`config.mk`:
```
export PLATFORM = sky130hd
export DESIGN_NAME = rrt_map
export DESIGN_NICKNAME = d
export VERILOG_FILES = /design/src/rtl/rrt_map.sv
export SDC_FILE = /design/constraint.sdc
export NUM_CORES = 1
export LEC_CHECK = 0
export BUFFER_PORTS_ARGS = -buffer_cell sky130_fd_sc_hd__buf_2
export CAP_MARGIN = 10
export CORE_MARGIN = 4
export CORE_UTILIZATION = 50
export CTS_BUF_LIST = sky130_fd_sc_hd__clkbuf_16
export DETAILED_ROUTE_END_ITERATION = 8
export PLACE_DENSITY_LB_ADDON = 0.1
export SLEW_MARGIN = 20
export SYNTH_ARGS = -nofsm -noshare
export SYNTH_HDL_FRONTEND = slang
export SYNTH_SLANG_ARGS = --single-unit
```
`constraint.sdc`:
```
create_clock -name clk -period 2.79 [get_ports clk]
set_input_delay 0.1395 -clock clk [delete_from_list [all_inputs] [get_ports clk]]
set_output_delay 0.1395 -clock clk [all_outputs]
set_load 0.1 [all_outputs]
```
`src/rtl/rrt_map.sv`:
```
`timescale 1ns / 1ps
`default_nettype none
module rrt_map #(
  parameter int GRID_SIZE = 32
) (
  input  wire logic                         clk,
  input  wire logic                         rst,
  input  wire logic [$clog2(GRID_SIZE)-1:0] rd_row,
  input  wire logic                         wr_en,
  input  wire logic [$clog2(GRID_SIZE)-1:0] wr_row,
  input  wire logic [GRID_SIZE-1:0]         wr_data,
  output logic [GRID_SIZE-1:0]              rd_data
);
  logic [GRID_SIZE-1:0] mem [GRID_SIZE];
  logic [GRID_SIZE-1:0] row_vld;
  logic [GRID_SIZE-1:0] rd_q;
  logic                 vld_q;

  // a row never written reads as free
  always_ff @(posedge clk) begin
    if (rst) begin
      row_vld <= '0;
      vld_q   <= 1'b0;
    end else begin
      if (wr_en) row_vld[wr_row] <= 1'b1;
      vld_q <= row_vld[rd_row];
    end
  end

  always_ff @(posedge clk) begin
    if (wr_en) mem[wr_row] <= wr_data;
    rd_q <= mem[rd_row];
  end

  assign rd_data = vld_q ? rd_q : '0;

endmodule
`default_nettype wire

```
==> impl_metrics.toml <==
[grt]
grt_busiest_layer = "met2"
grt.total_usage_pct = 23.2
grtUsageMet1_pct = 32.7
grt_start_max_net_pins = 46
use_met3_pct = 4.54
grt_use_met2_pct = 38.3
grt_overflow_total = 0
antenna_found_initial = 6
grt_pass1_vias = 19600
grt_pass1_wl_mm = 141

[critical_path]
crit_buf_inv = 2
worstPathArrival_ps = 2340
cp_slowest_stage_delay_ps = 630
start_kind = "flip-flop"
crit_required_ps = 2650
crit_path_cell_trace = "buf_4 -> and2_1 -> buf_2"
path_class = "flip-flop to output pin"
slowest_stage = "dfxtp_2"
reg2reg_to = "rd_q[16]"
end_kind = "output pin"
worst-path-max-fanout = 11
rrSetupSlack_ps = 1010
reg2regPathDepth = 3
r2r_start = "mem[31][16]"
cp_top_family = "buffers and inverters"

[synth]
synth_async_sr_flop_share_pct = 0
avgSynthCellArea_um2 = 24.3
synth_top_area_share_pct = 75.0
synthesis.nets = 1735
synth_cell_types = 25
synth_ff_type = "edfxtp_1"
yosysMostFrequentCell = "edfxtp_1"
yosysWarnings = 0
yosys.area.top_type = "edfxtp_1"
synth_edf_count = 1024
netlist_top_cells_area = "edfxtp_1 (75%), mux4_2 (18%), dfxtp_1 (3.2%)"
synthTopCellsByCount = "edfxtp_1 (1,024), mux4_2 (326), nor2_1 (96)"
ys_ff_latch = 1089
syn-instance-count = 1690
netlist_area_um2 = 41000
seq_area_frac_synth_pct = 78.2

[cts]
cts_made_buffers = 110
htree_levels = 3
cts_tree = "done"
postCtsSetupBuffers = 0
clk_pin_slew_ps = 60
cts_buffer_depth = 3
clk_latency_ps = 660
cts_root_buf = "clkbuf_16"
cts_sinks = 1089

[drt]
dr_total_vias = 18800
drc = 0
routed_wl_mm = 98.0
routed_via_density = 6.09
drt_iter0_drc = 2014
post_drt_wl_per_cell_um = 31.7
drt-pass1-iter-count = 6
antenna_left = 0

[power]
total_power_mw = 33.8
p_leak_nw = 15.2
irDropWorstVdd_uv = 604
pwr_density_cell_nw_per_um2 = 711

[sta]
max_clock_freq_ghz = 0.404
tns_ps = 0
rsz0062_at_grt = "false"
period_share_pct = 88.7
fin_crit_ps = 2480
tightest_slew_ps = 836
finalMaxSlewViolations = 0
final-setup-viol-count = 0
hold_viol_final = 0
relSlewSlack_pct = 44.3
fin_skew_ps = 16.8

[finish]
syn_to_final_growth_pct = 15.8
finalNetCount = 1977
drive_gt1_share_pct = 36.2

[worst_hold_path]
hp-start = "rd_row[3]"
holdPathStages = 3
whs_endpoint = "vld_q"
hold_class = "input port to flip-flop"

[place]
routabilityCongestion = 0.745
port-buffer-count = 76
post-dp-hpwl_mm = 53.4

[floorplan]
die_w_um = 294
core-area_um2 = 80900
fp-row-count = 104
die_area_um2 = 86600
initial_utilization_pct = 50.6
die_h_um = 294
pin_count = 77

[outcome]
status = "completed"

[run]
cap_viol_max_count = 0
-- flip-flops by register name, indices dropped and copies added, names as in the netlist --
register,count
row_vld,32
rd_q,32
vld_q,1
mem,1024
-- routing by layer --
layer	vias to the layer above	part of all wire, %
met1	10300	40
met4	0	1.9
met2	735	50
met5	-	0
li1	7701	-
met3	127	7.7
-- worst max-delay path by stage --
stage	startpoint	endpoint	slack [ps]	cells past startpoint
3_3_place_gp	rd_row[0]	rd_q[26]	460	6
6_report	vld_q	rd_data[6]	310	3
2_1_floorplan	wr_row[0]	mem[12][0]	180	3
4_1_cts	vld_q	rd_data[6]	260	3
5_1_grt	vld_q	rd_data[6]	270	3
3_5_place_dp	rd_row[0]	rd_q[26]	460	6
-- repair_timing --
action,CTS,global route
hold endpoints to repair,1054,0
hold buffers,33,0
gates resized for setup,0,0
endpoints found under the setup margin,0,0
-- power breakdown --
| group | total [mW] | internal (mW) | switching [mW] |
|---|---|---|---|
| Sequential | 18.2 | 18.1 | 0.0736 |
| Clock | 13.8 | 7.82 | 5.95 |
| Combinational | 1.80 | 0.768 | 1.03 |
| Total | 33.8 | 26.7 | 7.05 |
-- cell type report --
cell class | count | area (um2)
Sequential cell | 1089 | 32100
Tap cell | 1060 | 1330
Fill cell | 5747 | 33500
Clock inverter | 94 | 562
Antenna cell | 5 | 12.5
Clock buffer | 114 | 2850
Multi-Input combinational cell | 515 | 8730
Timing Repair Buffer | 216 | 1930
-- placed cells by master (no fill, tap or decap) --
cell,synthesis,layout
mux4_2,326,326
a2111oi_0,3,3
mux2_2,33,33
dfxtp_2,0,1
buf_8,0,2
buf_6,5,1
edfxtp_1,1024,1024
inv_1,0,22
and3_1,1,1
or3_1,1,1
buf_4,21,77
dlygate4sd3_1,0,33
nor2_4,0,32
buf_2,5,72
or3b_1,3,3
buf_12,0,31
diode_2,0,5
o21a_1,1,1
dfxtp_1,65,64
nor3b_1,2,2
nor2b_1,3,3
clkinvlp_4,0,2
nand2_1,1,1
inv_6,0,4
mux2_1,2,2
clkinv_2,0,32
mux2i_1,2,2
o41a_1,1,1
and2_1,32,32
clkinv_4,0,2
bufinv_16,0,5
or3b_2,1,1
nor2_1,96,64
clkbuf_16,0,114
nand3b_1,5,5
nand3_1,2,2
clkinv_1,0,27
-- through the flow --
step | cell area, um2 | hold WS [ps] | instances | setup slack (ps) | util [%]
4_1_cts | 47500 | 80.6 | 3088 | 255 | 58.6
6_report | 47500 | 123 | 3093 | 314 | 58.7
5_1_grt | 47500 | 97.3 | 3088 | 269 | 58.6
3_3_place_gp | 43700 | 443 | 2847 | 464 | 54.0
2_1_floorplan | 41000 | 238 | 1690 | 185 | -
3_5_place_dp | 43700 | 458 | 2847 | 463 | 54.0
-- worst reg2reg max path: stages, from the launching register on --
cell and delay [ps]:
edfxtp_1 380, mux4_2 480, mux4_2 520, mux2_2 280
-- cells by family after synthesis --
family | Yosys count | share of synthesized area [%]
flops | 1089 | 78.2
mux | 363 | 18.9
simple gates | 147 | 1.69
buf+inv | 86 | 1.09
compound gates | 5 | 0.110
(Power assumes the default switching activity.)
