--- src/rtl/rrt_pkg.sv ---
`timescale 1ns / 1ps
`default_nettype none
package rrt_pkg;

  // result status codes
  typedef enum logic [2:0] {
    ST_MAP      = 3'd0,
    ST_OUTSIDE  = 3'd1,
    ST_BLOCKED  = 3'd2,
    ST_ADDED    = 3'd3,
    ST_GOAL     = 3'd4,
    ST_OVER     = 3'd5,
    ST_FULL     = 3'd6
  } status_t;

  // configuration register indexes
  localparam logic [2:0] CFG_STEP   = 3'd0;
  localparam logic [2:0] CFG_GOAL_X = 3'd1;
  localparam logic [2:0] CFG_GOAL_Y = 3'd2;
  localparam logic [2:0] CFG_ROOT_X = 3'd3;
  localparam logic [2:0] CFG_ROOT_Y = 3'd4;
  localparam logic [2:0] CFG_AMIN   = 3'd5;
  localparam logic [2:0] CFG_AMAX   = 3'd6;
  localparam logic [2:0] CFG_MAXS   = 3'd7;

  // divide / square root unit operations
  typedef enum logic {
    OP_DIV  = 1'b0,
    OP_SQRT = 1'b1
  } dsq_op_t;

  typedef struct packed {
    logic    go;
    dsq_op_t op;
  } dsq_ctl_t;

  typedef struct packed {
    status_t     status;
    logic [9:0]  node_index;
    logic [15:0] node_x;
    logic [15:0] node_y;
    logic [9:0]  parent_index;
    logic        last;
  } res_t;

  function automatic res_t mk_res(status_t st, logic [9:0] idx, logic [15:0] x,
                                  logic [15:0] y, logic [9:0] par, logic lst);
    res_t r;
    r.status       = st;
    r.node_index   = idx;
    r.node_x       = x;
    r.node_y       = y;
    r.parent_index = par;
    r.last         = lst;
    return r;
  endfunction

endpackage
`default_nettype wire

--- src/rtl/rrt_dsq.sv ---
`timescale 1ns / 1ps
`default_nettype none
module rrt_dsq (
  input  wire logic              clk,
  input  wire logic              rst,
  input  wire rrt_pkg::dsq_ctl_t ctl,
  input  wire logic [63:0]       dividend,
  input  wire logic [33:0]       divisor,
  output logic                   done,
  output logic [31:0]            result
);
  import rrt_pkg::*;

  logic        run;
  dsq_op_t     op;
  logic [4:0]  cnt;
  logic [34:0] rem;
  logic [31:0] low;
  logic [31:0] quo;
  logic [31:0] sv;
  logic [31:0] sr;
  logic [31:0] sbit;

  logic [34:0] t;
  logic        ge;
  logic [31:0] sum;
  logic        ge2;

  // one quotient bit or one root bit per cycle
  assign t   = {rem[33:0], low[31]};
  assign ge  = t >= {1'b0, divisor};
  assign sum = sr + sbit;
  assign ge2 = sv >= sum;

  always_ff @(posedge clk) begin
    if (rst) begin
      run  <= 1'b0;
      done <= 1'b0;
      cnt  <= '0;
    end else begin
      done <= 1'b0;
      if (ctl.go) begin
        run <= 1'b1;
        cnt <= (ctl.op == OP_DIV) ? 5'd31 : 5'd15;
      end else if (run) begin
        if (cnt == 5'd0) begin
          run  <= 1'b0;
          done <= 1'b1;
        end else begin
          cnt <= cnt - 5'd1;
        end
      end
    end
  end

  always_ff @(posedge clk) begin
    if (ctl.go) begin
      op   <= ctl.op;
      rem  <= {3'b0, dividend[63:32]};
      low  <= dividend[31:0];
      sv   <= dividend[31:0];
      sr   <= '0;
      sbit <= 32'h4000_0000;
    end else if (run) begin
      if (op == OP_DIV) begin
        rem <= ge ? (t - {1'b0, divisor}) : t;
        low <= {low[30:0], 1'b0};
        quo <= {quo[30:0], ge};
      end else begin
        sv   <= ge2 ? (sv - sum) : sv;
        sr   <= ge2 ? ((sr >> 1) + sbit) : (sr >> 1);
        sbit <= sbit >> 2;
      end
    end
  end

  assign result = (op == OP_DIV) ? quo : sr;

endmodule
`default_nettype wire

--- config.mk ---
export PLATFORM = sky130hd
export DESIGN_NAME = rrt_dsq
export DESIGN_NICKNAME = d
export VERILOG_FILES = /design/src/rtl/rrt_pkg.sv /design/src/rtl/rrt_dsq.sv
export SDC_FILE = /design/constraint.sdc
export NUM_CORES = 1
export LEC_CHECK = 0
export BUFFER_PORTS_ARGS = -buffer_cell sky130_fd_sc_hd__clkbuf_2
export CAP_MARGIN = 25
export CORE_MARGIN = 4
export CORE_UTILIZATION = 56
export CTS_BUF_LIST = sky130_fd_sc_hd__clkbuf_4
export DETAILED_ROUTE_END_ITERATION = 10
export GPL_TIMING_DRIVEN = 0
export PLACE_DENSITY = 0.8
export SLEW_MARGIN = 10
export SYNTH_ARGS = -nofsm -noshare
export SYNTH_HDL_FRONTEND = slang
export SYNTH_SLANG_ARGS = --single-unit
--- constraint.sdc ---
create_clock -name clk -period 6.45 [get_ports clk]
set_clock_uncertainty 0.15 [all_clocks]
set_input_delay 0.645 -clock clk [delete_from_list [all_inputs] [get_ports clk]]
set_output_delay 0.645 -clock clk [all_outputs]
set_load 0.01 [all_outputs]
==> results of run 1 <==
==> cell type report <==
type,count,area (um^2),share of cell area
multi-input cells,1136,7704,0.5185
flip-flops and latches,186,5015,0.3375
repair buffers,138,765.7,0.05154
inverters,108,405.4,0.02728
well taps,319,399.1,0.02686
plain buffers,65,301.5,0.02029
clock buffers,18,135.1,0.009095
clock inverters,14,130.1,0.008758
diodes,1,2.502,0.0001684
==> report_power, final <==
part / total [mW] / internal, mW / switching [mW]
sequential: 1.54 / 1.45 / 0.0852
combinational: 1.72 / 0.689 / 1.04
clock: 0.638 / 0.173 / 0.465
total: 3.90 / 2.31 / 1.59
==> placed cells by master, fill, tap and decap left out, types with 20 or more instances in the layout <==
cell	synthesis	routed
nand2_1	174	173
nand3_1	20	20
mux2_2	41	41
a21oi_1	106	106
nor2_1	110	109
clkbuf_1	51	50
a21o_1	31	31
a31oi_1	49	49
edfxtp_1	129	129
o21ai_0	118	117
dfxtp_1	57	57
clkbuf_2	2	137
xnor2_1	59	59
ha_1	102	102
xor2_1	41	41
a211oi_1	26	26
inv_1	106	106
==> cell families after synthesis <==
logic type | Yosys count | share of synthesized area
and+or+nand+nor | 418 | 0.1419
muxes | 56 | 0.04568
AOI/OAI and AO/OA | 458 | 0.2216
adders and majority gates | 104 | 0.09828
DFF | 186 | 0.3744
buffers and inverters | 173 | 0.05269
xor gates and xnor gates | 100 | 0.06540
==> critical path, cell delays in order (launching register included) <==
cell	delay, ns
dfxtp_1	0.44
ha_1	0.38
nand2_1	0.10
or4_1	0.54
o21ai_1	0.25
a31oi_1	0.22
o31ai_2	0.39
nor3_1	0.09
nor2_1	0.17
a31oi_1	0.12
xor2_1	0.27
ha_1	0.35
a21o_1	0.21
a21o_1	0.17
a21oi_1	0.14
o21ai_0	0.10
a211o_1	0.35
a21oi_2	0.42
or2_1	0.24
clkbuf_1	0.45
o21ai_0	0.16
a221oi_1	0.31
==> path summary, 6_finish.rpt <==
path	startpoint	endpoint	slack, ns	cells past startpoint
min	ctl[0]	cnt[4]	0.1	2
min reg2reg	quo[22]	quo[23]	0.30	0
max	sr[10]	sr[16]	0.32	21
max reg2reg	sr[10]	sr[16]	0.32	21
==> metal layers <==
| layer | vias up | GRT usage | part of all wire |
|---|---|---|---|
| met4 | 0 | 0.07320 | 0.019 |
| met3 | 51 | 0.05518 | 0.091 |
| li1 | 5792 | - | - |
| met2 | 566 | 0.4348 | 0.45 |
| met5 | - | 0 | 0 |
| met1 | 5663 | 0.3919 | 0.44 |
==> stage by stage <==
stage	utilization	instances	TNS [ns]	setup WS, ns	power [mW]
after floorplan	-	1495	0	0.2184	2.800
after global placement	0.6162	1948	-41.75	-1.306	3.177
after detailed placement	0.6205	1951	0	0.1940	3.231
after CTS	0.6318	1983	0	0.1703	3.857
after global routing	0.6330	1985	0	0.03494	4.124
final	0.6330	1985	0	0.3184	3.898
==> registers in the layout (all words and copies together) (netlist names) <==
register / count
cnt: 5
done: 1
low: 32
op: 1
quo: 32
rem: 34
run: 1
sbit: 16
sr: 32
sv: 32
==> repair_timing <==
item	in CTS	in global routing
endpoints found under the setup margin	0	33
gates resized for setup	0	3
hold buffers	0	0
buffers inserted	0	1
==> flow_summary.ini, run 1 <==
[outcome]
outcome = completed

[pwr]
power_leakage_nw = 6.041
peakVddDrop_mv = 0.1491
p_per_area_nw_per_um2 = 262.4

[global_routing]
grt_pass1_vias = 11740
antenna_found_initial = 1
grt_pass1_wl_um = 59020
grt_usage = 0.2761
overflow = 0
grt_max_degree = 51

[sta]
maxSlewHeadroom = 0.2996
whs_ns = 0.09629
max_freq_ghz = 0.1631
setup_viol = 0
grt_setup_unrepaired = false
min_period_ns = 6.132
worst_pin_slew_ns = 1.048
drv_slew = 0
finalHoldViolations = 0
fin_crit_sh = 0.9506

[floorplanning]
die_width_um = 162.6
die_y_um = 162.6
io_pins = 135
start_util = 0.5706
row_count = 56
core-area_um2 = 23470
dieArea_um2 = 26450

[routing]
drc = 0
wl_um = 37290
postRouteAntennaNets = 0
wl_per_cell_um = 18.79
drt_iter0_markers = 1151
first_pass_iters = 6
vias = 12070
routed_via_density = 6.082

[synthesis]
async_flop_share = 0
yosys_warnings = 0
synthFlopType = edfxtp_1
ys_top_cells_by_area = edfxtp_1 29%, ha_1 9.5%, dfxtp_1 8.5%, nand2_1 4.9%, o21ai_0 4.4%
synth_fp_nets = 1701
yosys.area.top_type = edfxtp_1
synth_cells = 1495
syn_area_um2 = 13390
yosysUniqueCellTypes = 84
synthTopCellsByCount = 174 x nand2_1, 129 x edfxtp_1, 118 x o21ai_0
synth-edff-count = 129
netlist.area_leader.share = 0.2892
synth_area_per_cell_um2 = 8.958
post-synth-top-count-cell = nand2_1
ys_seq_area_frac = 0.3744
ys_seq_elements = 186

[layout]
layout-drive-gt1-share = 0.1562
area_growth_pct = 10.94
stdcell_area_um2 = 14860
fin_nets = 1858
fillers = 1967

[placement]
dpl_cell_area_um2 = 14560
gp_congestion = 0.9747
post-dp-hpwl_um = 28640
port_buffers = 134

[cts]
cts_htree_levels = 4
cts.path.max_buffers = 2
cts_buffers = 17
numClockSinks = 186
clk_root_buffer_cell = clkbuf_4
cts_tree = done
clock_latency_ns = 0.63
clkTransAtPathRegs_ns = 0.16

[setup_path]
critical_path_class = flop to flop
cp.arrival_ns = 6.51
startpoint_type = flop
crit_fanout = 10
end_kind = flop
cp_data_required_time_ns = 6.82

[job]
drv_cap = 0

[worst_hold_path]
min_path_type = primary input to flop
No activity file was read; power rests on OpenSTA's default activity.
==> inputs of run 2 (changes only) <==
--- a/config.mk
+++ b/config.mk
@@ -12,7 +12,7 @@
 export CTS_BUF_LIST = sky130_fd_sc_hd__clkbuf_4
 export DETAILED_ROUTE_END_ITERATION = 10
 export GPL_TIMING_DRIVEN = 0
-export PLACE_DENSITY = 0.8
+export PLACE_DENSITY = 0.84
 export SLEW_MARGIN = 10
 export SYNTH_ARGS = -nofsm -noshare
 export SYNTH_HDL_FRONTEND = slang
==> flow_summary.ini, run 2 (synthesis gave the netlist of run 1 again) <==
[layout]
fin_nets = 1857
final_cell_mix = 173 x nand2_1, 138 x clkbuf_2, 129 x edfxtp_1
area_growth_pct = 11.03
fillers = 1996
largest_reg_flops = 34
final_common_cell = nand2_1
stdcell_area_um2 = 14870
layout-drive-gt1-share = 0.1556
regMostFlops = rem
utilization = 0.6335

[sta]
maxSlewHeadroom = 0.3899
finalHoldViolations = 0
max_freq_ghz = 0.1595
drv_slew = 0
setup_viol = 0
fin_crit_sh = 0.9721
min_period_ns = 6.270
postLayoutSetupSlackWorst_ns = 0.1802
worst_pin_slew_ns = 0.9128

[setup_path]
startpoint_type = flop
end_kind = flop
cp_data_required_time_ns = 6.66
slowest_delay_ns = 0.45
path_buf_inv = 2
cpMostUsedCell = ha_1
cp.arrival_ns = 6.48
crit_family = compound AO/OA/AOI/OAI gates
crit_fanout = 23
crit_slowest_cell = a2111oi_4
path_cells = ha_1 > ha_1 > a21o_1 > a31oi_1 > o21ai_0 > a31o_2 > o31ai_1 > nor2_1 > o21ai_0 > xor2_1 > ha_1 > nand2_1 > o21a_1 > o21a_1 > and3_1 > a2111oi_4 > a21oi_4 > or2_1 > clkbuf_2 > o21ai_4 > buf_16
r2r_setup_slack_ns = 0.18
critical_path_class = flop to flop

[outcome]
outcome = completed

[pwr]
finalPower_mw = 3.952
power_leakage_nw = 6.060
peakVddDrop_mv = 0.1277
p_per_area_nw_per_um2 = 265.7

[job]
drv_cap = 0

[placement]
dpl_cell_area_um2 = 14560
post-place-ws_ns = 0.2688
port_buffers = 134
post-dp-hpwl_um = 28210
gp_congestion = 0.9436

[cts]
cts.path.max_buffers = 2
numClockSinks = 186
clk_root_buffer_cell = clkbuf_4
cts_htree_levels = 4
clock_latency_ns = 0.66
cts_tree = done
cts_buffers = 17
clkTransAtPathRegs_ns = 0.16

[global_routing]
grt_pass1_wl_um = 58800
grt_usage = 0.2760
overflow = 0
grt_pass1_vias = 11590
antenna_found_initial = 1
grt_max_degree = 49

[routing]
wl_per_cell_um = 18.56
vias = 12180
drc = 0
routed_via_density = 6.140
postRouteAntennaNets = 0
wl_um = 36820
first_pass_iters = 6
drt_iter0_markers = 1276

[floorplanning]
row_count = 56
io_pins = 135
core-area_um2 = 23470
dieArea_um2 = 26450
start_util = 0.5706
die_width_um = 162.6
die_y_um = 162.6

[worst_hold_path]
min_path_type = primary input to flop
[run 2: stage by stage]
stage          setup TNS, ns  instances  hold slack (ns)
5_1_grt             -0.08544       1984          0.05387
3_5_place_dp               0       1951           0.2805
4_1_cts                    0       1983          0.04241
6_report                   0       1984          0.04385
2_1_floorplan              0       1495           0.2722
3_3_place_gp          -43.37       1948           0.2738
[run 2: cell type report]
| cell class | instances | area, um^2 | area share |
|---|---|---|---|
| Sequential cell | 186 | 5015 | 0.3372 |
| Inverter | 108 | 405.4 | 0.02726 |
| Antenna cell | 1 | 2.502 | 0.0001683 |
| Multi-Input combinational cell | 1136 | 7706 | 0.5182 |
| Buffer | 65 | 302.8 | 0.02036 |
| Tap cell | 319 | 399.1 | 0.02684 |
| Clock buffer | 18 | 135.1 | 0.009087 |
| Timing Repair Buffer | 137 | 745.7 | 0.05015 |
| Clock inverter | 14 | 158.9 | 0.01069 |
[run 2: routing by layer]
metal | up-vias | wire, um | track usage
li1 | 5785 | - | -
met1 | 5745 | 16150 | 0.3920
met2 | 580 | 16590 | 0.4396
met3 | 70 | 3328 | 0.04353
met4 | 2 | 721 | 0.08044
met5 | - | 26 | 0
[run 2: report_power, final]
group | internal [mW] | leakage [nW] | switching (mW) | total, mW
registers | 1.45 | 1.72 | 0.0855 | 1.54
logic | 0.689 | 4.18 | 1.03 | 1.71
clock network | 0.213 | 0.159 | 0.487 | 0.701
total | 2.35 | 6.06 | 1.60 | 3.95
[run 2: worst paths after layout]
| path | startpoint | to | cells after the start |
|---|---|---|---|
| min | ctl[0] | cnt[4] | 2 |
| max reg2reg | sr[0] | sv[25] | 21 |
| max | sr[0] | sv[25] | 21 |
| min reg2reg | quo[23] | quo[24] | 0 |
[run 2: what timing repair did]
action                     CTS  global route
resized for setup            0             5
setup buffers                0             0
setup endpoints to repair    0            38
hold buffers                 0             0
